**src/rtl/core/sit_pkg.sv**
```systemverilog
// Shared types, constants and address helper for the sorted integer set table.
package sit_pkg;

    localparam int CAPACITY    = 64;
    localparam int IDX_W       = (CAPACITY > 1) ? $clog2(CAPACITY) : 1;
    localparam int CNT_W       = $clog2(CAPACITY + 1);
    localparam int DATA_W      = 32;
    localparam int COUNT_OUT_W = 7;

    typedef enum logic [1:0] {
        MODE_INSERT = 2'd0,
        MODE_APPEND = 2'd1,
        MODE_QUERY  = 2'd2,
        MODE_POP    = 2'd3
    } mode_t;

    typedef enum logic [1:0] {
        STATUS_DONE  = 2'd0,
        STATUS_DUP   = 2'd1,
        STATUS_FULL  = 2'd2,
        STATUS_EMPTY = 2'd3
    } status_t;

    typedef enum logic [3:0] {
        ST_IDLE,
        ST_DECODE,
        ST_TAIL,
        ST_HEAD,
        ST_ISCAN,
        ST_PLACE,
        ST_SHIFT,
        ST_WRITE,
        ST_QSCAN,
        ST_POP,
        ST_FINISH
    } state_t;

    typedef struct packed {
        logic             load;
        logic             rd_en;
        logic [CNT_W-1:0] rd_lidx;
        logic             wr_en;
        logic [CNT_W-1:0] wr_lidx;
        logic             wr_from_value;
        logic             status_we;
        status_t          status_code;
        logic             found_set;
        logic             pop_take;
        logic             count_inc;
    } sit_cmd_t;

    typedef struct packed {
        mode_t            mode;
        logic [CNT_W-1:0] count;
        logic             full;
        logic             nodup;
        logic             eq;
        logic             lt;
    } sit_sts_t;

    // Maps a position in list order to a physical slot of the circular store.
    function automatic logic [IDX_W-1:0] phys_addr(input logic [IDX_W-1:0] head,
                                                   input logic [CNT_W-1:0] lidx);
        logic [CNT_W:0] sum;
        sum = (CNT_W + 1)'(head) + (CNT_W + 1)'(lidx);
        if (sum >= (CNT_W + 1)'(CAPACITY))
            sum = sum - (CNT_W + 1)'(CAPACITY);
        return sum[IDX_W-1:0];
    endfunction

endpackage

```
**src/rtl/core/sit_ctrl.sv**
```systemverilog
// Sequencer for the sorted set table: scans, shifts and result timing.
module sit_ctrl (
    input  logic              clk,
    input  logic              rst_n,
    input  logic              start,
    input  sit_pkg::sit_sts_t sts,
    output sit_pkg::sit_cmd_t cmd,
    output logic              busy,
    output logic              done
);

    sit_pkg::state_t state_reg, state_next;
    logic [sit_pkg::CNT_W-1:0] idx_reg, idx_next;
    logic [sit_pkg::CNT_W-1:0] pos_reg, pos_next;

    logic [sit_pkg::CNT_W-1:0] last_idx;
    logic                      at_last;
    logic                      dup_hit;

    assign last_idx = sts.count - sit_pkg::CNT_W'(1);
    assign at_last  = (idx_reg == last_idx);
    assign dup_hit  = sts.nodup && sts.eq;

    always_ff @(posedge clk or negedge rst_n)
    begin
        if (!rst_n)
        begin
            state_reg <= sit_pkg::ST_IDLE;
            idx_reg   <= '0;
            pos_reg   <= '0;
        end
        else
        begin
            state_reg <= state_next;
            idx_reg   <= idx_next;
            pos_reg   <= pos_next;
        end
    end

    always_comb
    begin
        state_next = state_reg;
        idx_next   = idx_reg;
        pos_next   = pos_reg;
        case (state_reg)
            sit_pkg::ST_IDLE:
            begin
                if (start)
                    state_next = sit_pkg::ST_DECODE;
            end
            sit_pkg::ST_DECODE:
            begin
                case (sts.mode)
                    sit_pkg::MODE_INSERT:
                    begin
                        if (sts.count == '0)
                        begin
                            pos_next   = '0;
                            state_next = sit_pkg::ST_PLACE;
                        end
                        else
                            state_next = sit_pkg::ST_TAIL;
                    end
                    sit_pkg::MODE_APPEND:
                    begin
                        pos_next   = sts.count;
                        state_next = sit_pkg::ST_PLACE;
                    end
                    sit_pkg::MODE_QUERY:
                    begin
                        idx_next   = '0;
                        state_next = (sts.count == '0) ? sit_pkg::ST_FINISH : sit_pkg::ST_QSCAN;
                    end
                    default:
                    begin
                        state_next = (sts.count == '0) ? sit_pkg::ST_FINISH : sit_pkg::ST_POP;
                    end
                endcase
            end
            sit_pkg::ST_TAIL:
            begin
                if (dup_hit)
                    state_next = sit_pkg::ST_FINISH;
                else if (!sts.lt)
                begin
                    pos_next   = sts.count;
                    state_next = sit_pkg::ST_PLACE;
                end
                else
                    state_next = sit_pkg::ST_HEAD;
            end
            sit_pkg::ST_HEAD:
            begin
                if (dup_hit)
                    state_next = sit_pkg::ST_FINISH;
                else if (sts.lt)
                begin
                    pos_next   = '0;
                    state_next = sit_pkg::ST_PLACE;
                end
                else
                begin
                    idx_next   = sit_pkg::CNT_W'(1);
                    state_next = sit_pkg::ST_ISCAN;
                end
            end
            sit_pkg::ST_ISCAN:
            begin
                // The tail is larger than the value, so the last entry always ends the scan.
                if (dup_hit)
                    state_next = sit_pkg::ST_FINISH;
                else if (sts.lt || at_last)
                begin
                    pos_next   = idx_reg;
                    state_next = sit_pkg::ST_PLACE;
                end
                else
                    idx_next = idx_reg + sit_pkg::CNT_W'(1);
            end
            sit_pkg::ST_PLACE:
            begin
                if (sts.full)
                    state_next = sit_pkg::ST_FINISH;
                else if (pos_reg == sts.count)
                    state_next = sit_pkg::ST_WRITE;
                else
                begin
                    idx_next   = sts.count;
                    state_next = sit_pkg::ST_SHIFT;
                end
            end
            sit_pkg::ST_SHIFT:
            begin
                if ((idx_reg - sit_pkg::CNT_W'(1)) == pos_reg)
                    state_next = sit_pkg::ST_WRITE;
                else
                    idx_next = idx_reg - sit_pkg::CNT_W'(1);
            end
            sit_pkg::ST_WRITE:
            begin
                state_next = sit_pkg::ST_FINISH;
            end
            sit_pkg::ST_QSCAN:
            begin
                if (sts.eq || at_last)
                    state_next = sit_pkg::ST_FINISH;
                else
                    idx_next = idx_reg + sit_pkg::CNT_W'(1);
            end
            sit_pkg::ST_POP:
            begin
                state_next = sit_pkg::ST_FINISH;
            end
            sit_pkg::ST_FINISH:
            begin
                state_next = sit_pkg::ST_IDLE;
            end
            default:
            begin
                state_next = sit_pkg::ST_IDLE;
            end
        endcase
    end

    always_comb
    begin
        cmd             = '0;
        cmd.status_code = sit_pkg::STATUS_DONE;
        busy            = (state_reg != sit_pkg::ST_IDLE);
        done            = (state_reg == sit_pkg::ST_FINISH);
        case (state_reg)
            sit_pkg::ST_IDLE:
            begin
                cmd.load = start;
            end
            sit_pkg::ST_DECODE:
            begin
                if (sts.count != '0)
                begin
                    if (sts.mode == sit_pkg::MODE_INSERT)
                    begin
                        cmd.rd_en   = 1'b1;
                        cmd.rd_lidx = last_idx;
                    end
                    else if ((sts.mode == sit_pkg::MODE_QUERY) || (sts.mode == sit_pkg::MODE_POP))
                    begin
                        cmd.rd_en   = 1'b1;
                        cmd.rd_lidx = '0;
                    end
                end
                else if (sts.mode == sit_pkg::MODE_POP)
                begin
                    cmd.status_we   = 1'b1;
                    cmd.status_code = sit_pkg::STATUS_EMPTY;
                end
            end
            sit_pkg::ST_TAIL:
            begin
                if (dup_hit)
                begin
                    cmd.status_we   = 1'b1;
                    cmd.status_code = sit_pkg::STATUS_DUP;
                end
                else if (sts.lt)
                begin
                    cmd.rd_en   = 1'b1;
                    cmd.rd_lidx = '0;
                end
            end
            sit_pkg::ST_HEAD:
            begin
                if (dup_hit)
                begin
                    cmd.status_we   = 1'b1;
                    cmd.status_code = sit_pkg::STATUS_DUP;
                end
                else if (!sts.lt)
                begin
                    cmd.rd_en   = 1'b1;
                    cmd.rd_lidx = sit_pkg::CNT_W'(1);
                end
            end
            sit_pkg::ST_ISCAN:
            begin
                if (dup_hit)
                begin
                    cmd.status_we   = 1'b1;
                    cmd.status_code = sit_pkg::STATUS_DUP;
                end
                else if (!(sts.lt || at_last))
                begin
                    cmd.rd_en   = 1'b1;
                    cmd.rd_lidx = idx_reg + sit_pkg::CNT_W'(1);
                end
            end
            sit_pkg::ST_PLACE:
            begin
                if (sts.full)
                begin
                    cmd.status_we   = 1'b1;
                    cmd.status_code = sit_pkg::STATUS_FULL;
                end
                else if (pos_reg != sts.count)
                begin
                    cmd.rd_en   = 1'b1;
                    cmd.rd_lidx = last_idx;
                end
            end
            sit_pkg::ST_SHIFT:
            begin
                // Each cycle moves one entry up while the next one is being read.
                cmd.wr_en   = 1'b1;
                cmd.wr_lidx = idx_reg;
                if ((idx_reg - sit_pkg::CNT_W'(1)) != pos_reg)
                begin
                    cmd.rd_en   = 1'b1;
                    cmd.rd_lidx = idx_reg - sit_pkg::CNT_W'(2);
                end
            end
            sit_pkg::ST_WRITE:
            begin
                cmd.wr_en         = 1'b1;
                cmd.wr_lidx       = pos_reg;
                cmd.wr_from_value = 1'b1;
                cmd.count_inc     = 1'b1;
            end
            sit_pkg::ST_QSCAN:
            begin
                if (sts.eq)
                    cmd.found_set = 1'b1;
                else if (!at_last)
                begin
                    cmd.rd_en   = 1'b1;
                    cmd.rd_lidx = idx_reg + sit_pkg::CNT_W'(1);
                end
            end
            sit_pkg::ST_POP:
            begin
                cmd.pop_take = 1'b1;
            end
            default:
            begin
                cmd = '0;
            end
        endcase
    end

endmodule

```
**src/rtl/core/sit_datapath.sv**
```systemverilog
// Entry store, head pointer, count, compare logic and result registers.
module sit_datapath (
    input  logic                       clk,
    input  logic                       rst_n,
    input  sit_pkg::sit_cmd_t          cmd,
    input  logic [1:0]                 mode,
    input  logic signed [31:0]         value,
    input  logic                       cfg_we,
    input  logic                       cfg_wdata,
    output sit_pkg::sit_sts_t          sts,
    output logic [1:0]                 status,
    output logic                       found,
    output logic signed [31:0]         popped_value,
    output logic [sit_pkg::COUNT_OUT_W-1:0] count
);

    logic [sit_pkg::DATA_W-1:0] mem [sit_pkg::CAPACITY];
    logic [sit_pkg::DATA_W-1:0] rd_data_reg;

    logic [sit_pkg::IDX_W-1:0]  head_reg, head_next;
    logic [sit_pkg::CNT_W-1:0]  count_reg, count_next;
    logic                       allow_dup_reg;

    sit_pkg::mode_t             mode_reg;
    logic [sit_pkg::DATA_W-1:0] value_reg;
    sit_pkg::status_t           status_reg;
    logic                       found_reg;
    logic [sit_pkg::DATA_W-1:0] popped_reg;

    logic [sit_pkg::IDX_W-1:0]  rd_addr;
    logic [sit_pkg::IDX_W-1:0]  wr_addr;
    logic [sit_pkg::DATA_W-1:0] wr_data;

    assign rd_addr = sit_pkg::phys_addr(head_reg, cmd.rd_lidx);
    assign wr_addr = sit_pkg::phys_addr(head_reg, cmd.wr_lidx);
    assign wr_data = cmd.wr_from_value ? value_reg : rd_data_reg;

    always_ff @(posedge clk)
    begin
        if (cmd.wr_en)
            mem[wr_addr] <= wr_data;
        if (cmd.rd_en)
            rd_data_reg <= mem[rd_addr];
    end

    always_comb
    begin
        head_next  = head_reg;
        count_next = count_reg;
        if (cmd.pop_take)
        begin
            head_next  = (head_reg == sit_pkg::IDX_W'(sit_pkg::CAPACITY - 1)) ?
                         '0 : head_reg + sit_pkg::IDX_W'(1);
            count_next = count_reg - sit_pkg::CNT_W'(1);
        end
        else if (cmd.count_inc)
            count_next = count_reg + sit_pkg::CNT_W'(1);
    end

    always_ff @(posedge clk or negedge rst_n)
    begin
        if (!rst_n)
        begin
            head_reg      <= '0;
            count_reg     <= '0;
            allow_dup_reg <= 1'b0;
        end
        else
        begin
            head_reg  <= head_next;
            count_reg <= count_next;
            if (cfg_we)
                allow_dup_reg <= cfg_wdata;
        end
    end

    always_ff @(posedge clk)
    begin
        if (cmd.load)
        begin
            mode_reg   <= sit_pkg::mode_t'(mode);
            value_reg  <= value;
            status_reg <= sit_pkg::STATUS_DONE;
            found_reg  <= 1'b0;
            popped_reg <= '0;
        end
        else
        begin
            if (cmd.status_we)
                status_reg <= cmd.status_code;
            if (cmd.found_set)
                found_reg <= 1'b1;
            if (cmd.pop_take)
                popped_reg <= rd_data_reg;
        end
    end

    always_comb
    begin
        sts.mode  = mode_reg;
        sts.count = count_reg;
        sts.full  = (count_reg >= sit_pkg::CNT_W'(sit_pkg::CAPACITY));
        sts.nodup = !allow_dup_reg;
        sts.eq    = (rd_data_reg == value_reg);
        sts.lt    = ($signed(value_reg) < $signed(rd_data_reg));
    end

    assign status       = status_reg;
    assign found        = found_reg;
    assign popped_value = popped_reg;
    assign count        = sit_pkg::COUNT_OUT_W'(count_reg);

endmodule

```
**src/rtl/core/sorted_int_set_table.sv**
```systemverilog
// Top level of the sorted integer set table: controller plus datapath.
//
//  Channel   Signals                                   Handshake
//  request   start, mode, value                        start && !busy
//  result    done, status, found, popped_value, count  done, one cycle
//  config    cfg_we, cfg_wdata (allow_duplicates)      cfg_we
//
// Entries sit in a circular store with one read and one write port, read one entry per
// cycle, so the time a request takes grows with the number of entries it touches.
// Reset clears the count, head pointer and allow_duplicates; the store is not cleared.
// busy stays high from acceptance through the done cycle; results cannot be stalled.
module sorted_int_set_table (
    input  logic                       clk,
    input  logic                       rst_n,
    input  logic                       start,
    output logic                       busy,
    input  logic [1:0]                 mode,
    input  logic signed [31:0]         value,
    input  logic                       cfg_we,
    input  logic                       cfg_wdata,
    output logic                       done,
    output logic [1:0]                 status,
    output logic                       found,
    output logic signed [31:0]         popped_value,
    output logic [sit_pkg::COUNT_OUT_W-1:0] count
);

    sit_pkg::sit_cmd_t cmd;
    sit_pkg::sit_sts_t sts;

    sit_ctrl u_ctrl (
        .clk   (clk),
        .rst_n (rst_n),
        .start (start),
        .sts   (sts),
        .cmd   (cmd),
        .busy  (busy),
        .done  (done)
    );

    sit_datapath u_dp (
        .clk          (clk),
        .rst_n        (rst_n),
        .cmd          (cmd),
        .mode         (mode),
        .value        (value),
        .cfg_we       (cfg_we),
        .cfg_wdata    (cfg_wdata),
        .sts          (sts),
        .status       (status),
        .found        (found),
        .popped_value (popped_value),
        .count        (count)
    );

endmodule

```
**config.mk**
```make
export PLATFORM = sky130hd
export DESIGN_NAME = sorted_int_set_table
export DESIGN_NICKNAME = d
export VERILOG_FILES = /design/src/rtl/core/sit_pkg.sv /design/src/rtl/core/sit_ctrl.sv /design/src/rtl/core/sit_datapath.sv /design/src/rtl/core/sorted_int_set_table.sv
export SDC_FILE = /design/constraint.sdc
export NUM_CORES = 2
export LEC_CHECK = 0
export ABC_AREA = 1
export BUFFER_PORTS_ARGS = -buffer_cell sky130_fd_sc_hd__buf_4
export CORE_MARGIN = 10
export CORE_UTILIZATION = 55
export CTS_CLUSTER_SIZE = 8
export DETAILED_ROUTE_END_ITERATION = 10
export PLACE_DENSITY = 0.71
export SYNTH_ARGS = -nofsm -noshare
export SYNTH_HDL_FRONTEND = slang
export SYNTH_SLANG_ARGS = --single-unit
export TNS_END_PERCENT = 20
```
**constraint.sdc**
```tcl
create_clock -name clk -period 6.79 [get_ports clk]
set_input_delay 1.358 -clock clk [delete_from_list [all_inputs] [get_ports clk]]
set_output_delay 1.358 -clock clk [all_outputs]
set_load 0.02 [all_outputs]
```
**After elaboration in Yosys (flattened, before gate mapping)**

Memories as Yosys holds them, arrays and structs flattened. A register that Yosys moved wholly into a read port is not among the register bits.
Index checks and enable logic that the tools add are counted.

- Flip-flop bits (word level): 101
- RAM bits: 2048
- Input port bits: 39
- Output and inout bits: 44
- Logic and storage cells: 152
- Memories kept: 1

Memories:

| name | words | bits a word | read ports | clocked after memory_dff | wr ports | line | RTL |
|---|---|---|---|---|---|---|---|
| u_dp.mem | 64 | 32 | 1 | 1 | 1 | sit_datapath.sv:17 | `logic [sit_pkg::DATA_W-1:0] mem [sit_pkg::CAPACITY];` |

- Add/sub/neg operators: 10
- $lt $le $gt $ge: 4
- Equality and inequality tests: 39
- Multiplexer cells: 69
- Reductions and logical operators: 18

Operators with widths:

| operator | number |
|---|---|
| two-way mux 7 bit | 18 |
| two-way mux 8 bit | 14 |
| one-hot mux 8 bit (7 select lines) | 1 |
| one-hot mux 7 bit (6 select lines) | 1 |
| one-hot mux 4 bit (9 select lines) | 1 |
| == test 32 bit | 1 |
| less-than comparator 32 bit | 1 |
| two-way mux 32 bit | 1 |
| two-way mux 4 bit | 8 |
| one-hot mux 7 bit (4 select lines) | 1 |
| != test 2 bit, second input constant | 11 |
| == test 7 bit | 3 |
| two-way mux 3 bit | 6 |
| two-way mux 6 bit | 3 |
| adder 6 x 7 -> 8 bit | 2 |
| == test 4 x 3 -> 1 bit, second input constant | 4 |
| >= comparator 8 x 7 -> 1 bit, second input constant | 2 |
| one-hot mux 8 bit (2 select lines) | 1 |
| adder 7 x 1 -> 7 bit, second input constant | 2 |
| != test 7 bit | 2 |
| one-hot mux 7 bit (2 select lines) | 1 |
| subtractor 7 x 1 -> 7 bit, second input constant | 2 |
| == test 4 bit, second input constant | 3 |
| one-hot mux 4 bit (3 select lines) | 1 |
| other kinds (30) | 50 |

**Depth between registers and ports, before layout**

- Word-level depth: 9
- Depth in mapped cells: 31
- Depth with buffers taken out: 29

**Hierarchy**

From an unflattened synthesis, not the netlist that was laid out.

- Cell total of the unflattened synthesis: 9580
- Area total of the unflattened synthesis: 96293.6 µm²

By module, submodules not included:

| module | instances | cells each | area each (µm²) | sequential area each (µm²) |
|---|---|---|---|---|
| sit_datapath | 1 | 9174 | 93776.2 | 64531.9 |
| sit_ctrl | 1 | 406 | 2517.4 | 450.4 |

**Least setup slack after synthesis**

OpenSTA, ideal clock, no wires.

- Path type: register -> register
- Start point: register u_ctrl.state_reg[2]
- End point: memory u_dp.mem[0][31] in the netlist's numbering, data pin
- Setup time: 0.702 ns
- Arrival time: 3.576 ns
- Required time: 6.088 ns
- Setup slack: 2.512 ns
- Stages on the path, launching flop included: 8
- Path buffers: 2
- Clock period less this slack: 4.278 ns
- Cells stage by stage: dfrtp_1 -> inv_1 -> nor2_1 -> inv_2 -> nor2_4 -> clkbuf_1 -> buf_1 -> o21ai_0

- Longest elaborated chain between the ends: 3

Ends and longest elaborated chain:

| what | line | RTL |
|---|---|---|
| start, declared | sit_ctrl.sv:12 | `sit_pkg::state_t state_reg, state_next;` |
| start signal, assigned | sit_ctrl.sv:28 | `state_reg <= sit_pkg::ST_IDLE;` |
| start signal, assigned | sit_ctrl.sv:34 | `state_reg <= state_next;` |
| == test 4 x 3 -> 1 bit | sit_ctrl.sv:171 | `case (state_reg)` |
| two-way mux 1 bit | sit_ctrl.sv:171 |  |
| two-way mux 32 bit | sit_datapath.sv:36 | `assign wr_data = cmd.wr_from_value ? value_reg : rd_data_reg;` |
| named net u_dp.wr_data (one bit) | sit_datapath.sv:32 | `logic [sit_pkg::DATA_W-1:0] wr_data;` |
| end, declared | sit_datapath.sv:17 |  |

The timed path passes the listed nets, and every way through them passes these cells.

**Worst setup path in the final report**

- Start point: register u_dp.rd_data_reg[6] in the netlist's numbering, read port of u_dp.mem
- End point: register u_dp.rd_data_reg[20] in the netlist's numbering, read port of u_dp.mem, data pin

- Longest elaborated chain between the ends: 8
- Elaborated cells on any way between the ends: 16
- Classes of those cells: 2 x add/sub; 2 x order compare; 1 x eq/ne; 9 x mux; 2 x reduce/logical

Ends and longest elaborated chain:

| what | line | RTL |
|---|---|---|
| start, declared | sit_datapath.sv:18 | `logic [sit_pkg::DATA_W-1:0] rd_data_reg;` |
| less-than comparator 32 bit | sit_datapath.sv:105 | `sts.lt = ($signed(value_reg) < $signed(rd_data_reg));` |
| logical OR 1 bit | sit_ctrl.sv:230 | `else if (!(sts.lt \|\| at_last))` |
| two-way mux 8 bit | sit_ctrl.sv:230 |  |
| two-way mux 8 bit | sit_ctrl.sv:225 | `if (dup_hit)` |
| one-hot mux 8 bit (7 select lines) (*) | sit_ctrl.sv:171 |  |
| adder 6 x 7 -> 8 bit | sit_pkg.sv:65 | `sum = (CNT_W + 1)'(head) + (CNT_W + 1)'(lidx);` |
| >= comparator 8 x 7 -> 1 bit / subtractor 6 x 1 -> 6 bit (equally long branches) | sit_pkg.sv:66, sit_pkg.sv:67 |  |
| two-way mux 6 bit | sit_pkg.sv:66 | `if (sum >= (CNT_W + 1)'(CAPACITY))` |

Every way passes the cells marked *; elsewhere a longest branch is shown, timed or not.
A chain may end at the register's enable or synchronous reset.

==> implementation parameters <==
Parameter                              Value

Run status
  Result of the run ... finished clean

Yosys
  Leading cell type by number of instances after synthesis ... sky130_fd_sc_hd__edfxtp_1
  Cell area after technology mapping ... 88,300 um2
  Commonest cells in the netlist ... sky130_fd_sc_hd__edfxtp_1, sky130_fd_sc_hd__nor2_1, sky130_fd_sc_hd__o21ai_0
  Mapped Nets ... 6,051
  Count of flip-flops with a built-in enable after synthesis ... about 2,100
  Post-Synthesis Cells ... 5,960
  Area contributors post-synth ... sky130_fd_sc_hd__edfxtp_1, sky130_fd_sc_hd__mux2i_1, sky130_fd_sc_hd__o221ai_1, sky130_fd_sc_hd__o21ai_0, sky130_fd_sc_hd__nor2_1
  Area share of the largest cell type after synthesis ... 0.719
  Syn. warnings ... 0
  Syn avg cell area ... 14.8 um2
  Post-synthesis async set-or-reset flop share ... 0.0147
  Most used DFF post-synth ... sky130_fd_sc_hd__edfxtp_1
  Share of the yosys chip area belonging to registers ... 0.736
  FF+latch count, synth ... between 2,000 and 2,500
  Distinct cell type count of the synthesized netlist ... 55
  Cell type contributing the most total cell area after synthesis ... sky130_fd_sc_hd__edfxtp_1

Timing
  Tightest Pin Transition ... around 1.2 ns
  Clock skew after layout ... 0.0531 ns
  Max Clk Rate ... 0.158 GHz
  Min cycle time layout ... 6.31 ns
  Setup total negative slack ... 0 ns
  Post-route fraction of the period consumed by the critical path ... 0.929
  Setup repair after global routing missed its margin ... false
  Relative max-transition margin ... 0.167
  Number of endpoints with negative hold slack in the final report ... 0
  Number of max-slew violations in the final report ... 0
  Number of failing setup endpoints in the final timing report ... 0

Clocking
  H-tree levels ... 5
  Clock slew seen by the registers of the worst setup and hold paths ... ~0.060 ns
  Number of buffers added by the clock tree synthesis step ... 323
  Clock root buffer ... sky130_fd_sc_hd__clkbuf_16
  CTS tree ... yes
  Number of sinks on the clock net ... 2,181
  Clk Latency, worst-skew pair ... 0.94 ns
  Number of buffers inserted by hold repair at cts ... 0
  Number of buffers between clock root and the deepest sink ... 4

Floorplanning
  IO Pins ... 83
  Area inside the core boundary ... 159,000 um2
  Placement row count ... 146
  Die Ht ... 421 um
  Die width ... between 400 and 500 um
  Starting Density ... 0.556
  Area of the die ... roughly 180,000 um2

Final layout
  Ratio of cells with drive above 1 in the final layout ... 0.139
  Number of diodes ... 0
  Number of flip-flops in the largest register ... 2,048
  Number of nets in the layout ... 6,243
  Register with the most flip-flops ... u_dp.mem
  Area overhead of the layout relative to synthesis ... 14.5%
  Layout Utilization ... 0.636

Critical path
  Type of the worst setup path ... flop to flop
  Critical register-to-register path endpoint ... u_dp.rd_data_reg[20]$_DFFE_PP_
  Startpoint of the worst setup timing path ... u_dp.rd_data_reg[6]$_DFFE_PP_
  Logic depth of the worst register-to-register path ... 24
  Worst-path maximum fanout ... 26
  Data arrival time of the worst path ... 7.10 ns
  Critical register-to-register path startpoint ... u_dp.rd_data_reg[6]$_DFFE_PP_
  Critical path endpoint category ... flop
  Type of element launching the critical path ... flop
  Slack of the worst reg-to-reg path ... 0.48 ns
  Data required time at the worst endpoint ... 7.58 ns

Route
  DRC violation count after routing ... 0
  Met1 wire length ... ~90,000 um
  Detailed-route vias per instance ... approximately 6.7
  1st-iter DRT viols ... 7,150
  Final antenna-violating net count ... 0
  Top layer reached by signal wires ... met5
  Detailed route wirelength on metal2 ... 110,000 um
  Post-Route WL ... 237,000 um
  Routed length on met3 ... roughly 27,000 um
  Count of TritonRoute iterations in the first routing pass ... 8
  Routed WL per cell ... 28.6 um
  Count of vias placed by the detailed router ... 55,200

Placement
  Post-detail-place hpwl ... 135,000 um
  Weighted congestion at the end of routability-driven global placement ... 0.876
  Number of buffer cells added on primary ports ... 82

Job
  Total of max-cap violations ... 0

GRT
  Wire length of the first global-routing pass ... between 300,000 and 400,000 um
  Largest net degree at the start of global routing ... 115
  Residual overflow from global routing ... 0
  Global Route Usage Sum ... 0.263
  Initial antenna violation count ... 7
  Number of global-route vias before repair ... roughly 54,000

Min path
  Path type of the worst min-delay path ... input pin to asynchronous set/reset pin
## what timing repair did
item                                   CTS  global route
buffers inserted                         0             0
setup endpoints to repair                0             1
endpoints found under the hold margin    0             0
resized for setup                        0             1
## area by class of cell
cell class / instances / area [um2]
flip-flops and latches: 2181 / 65000
fillers: 11000 / 57800
multi-input cells: 3221 / 21700
clock buffers: 384 / 8430
repair buffers: 292 / 2790
well taps: 2072 / 2590
inverters: 133 / 536
clock inverters: 11 / 131
## layout by cell type (no fill, tap or decap), types with 66 or more instances in the layout
master                      count
sky130_fd_sc_hd__nand3_1      289
sky130_fd_sc_hd__nor2_1       570
sky130_fd_sc_hd__mux2i_1      512
sky130_fd_sc_hd__a31oi_1       66
sky130_fd_sc_hd__buf_4        244
sky130_fd_sc_hd__o21ai_0      561
sky130_fd_sc_hd__nor2_4        71
sky130_fd_sc_hd__edfxtp_1    2114
sky130_fd_sc_hd__clkbuf_16    328
sky130_fd_sc_hd__nand2_1      233
sky130_fd_sc_hd__nand2_2       72
sky130_fd_sc_hd__inv_1        111
sky130_fd_sc_hd__o221ai_1     522
## how the worst max path moves through the flow
stage	end	slack, ns	cells after the start
final	u_dp.rd_data_reg[20]$_DFFE_PP_	0.48	24
after global routing	u_dp.rd_data_reg[20]$_DFFE_PP_	0.22	24
after CTS	u_dp.rd_data_reg[20]$_DFFE_PP_	0.40	24
after detailed placement	u_dp.rd_data_reg[20]$_DFFE_PP_	0.38	24
after global placement	u_dp.rd_data_reg[20]$_DFFE_PP_	0.33	24
after floorplan	u_dp.mem[0][31]$_DFFE_PP_	2.51	7
## metal layers
metal	track usage	up-vias
met3	0.0627	575
met4	0.0921	8
met1	0.366	27600
met5	0	-
met2	0.409	3447
li1	-	23500
## per-stage QoR
stage          hold slack (ns)  cell area [um2]  worst slack [ns]  cells
3_3_place_gp             0.457            92600             0.332   7899
3_5_place_dp             0.458            92600             0.385   7899
6_report                 0.378           101000             0.480   8294
5_1_grt                  0.385           101000             0.217   8294
2_1_floorplan            0.483            88300              2.51   5960
4_1_cts                  0.348           101000             0.399   8294
## logic make-up (layout without fill, tap and decap cells)
family                     Yosys count  count (layout)  share of synthesized area
DFF                               2181            2181                      0.736
adders and majority gates           52              52                    0.00754
xor gates and xnor gates            34              34                    0.00354
buffers and inverters              558             820                     0.0291
and+or+nand+nor                   1288            1288                     0.0640
AOI/OAI and AO/OA                 1335            1335                      0.102
muxes                              512             512                     0.0580
## worst max-delay path, stage by stage, from the launching register on
cell and delay, ns:
sky130_fd_sc_hd__edfxtp_1 0.56, sky130_fd_sc_hd__inv_1 0.25, sky130_fd_sc_hd__ha_1 0.33, sky130_fd_sc_hd__nand2_1 0.07, sky130_fd_sc_hd__nor2_1 0.18, sky130_fd_sc_hd__nand4_1 0.18, sky130_fd_sc_hd__nor2_1 0.22, sky130_fd_sc_hd__nand3_1 0.21
sky130_fd_sc_hd__nand2_1 0.12, sky130_fd_sc_hd__inv_1 0.06, sky130_fd_sc_hd__nand2_1 0.08, sky130_fd_sc_hd__o21ai_0 0.08, sky130_fd_sc_hd__a21oi_1 0.12, sky130_fd_sc_hd__o21ai_0 0.20, sky130_fd_sc_hd__ha_4 0.23, sky130_fd_sc_hd__fa_4 1.15
sky130_fd_sc_hd__buf_12 0.25, sky130_fd_sc_hd__buf_4 0.22, sky130_fd_sc_hd__o21ai_0 0.10, sky130_fd_sc_hd__o221ai_1 0.29, sky130_fd_sc_hd__nand3_1 0.12, sky130_fd_sc_hd__nand3_1 0.14, sky130_fd_sc_hd__a21boi_1 0.56, sky130_fd_sc_hd__nand3_1 0.27
sky130_fd_sc_hd__nand2_2 0.12
Power is not shown: default switching activity piles up to over one toggle a cycle in this logic, so the estimate is an artifact.
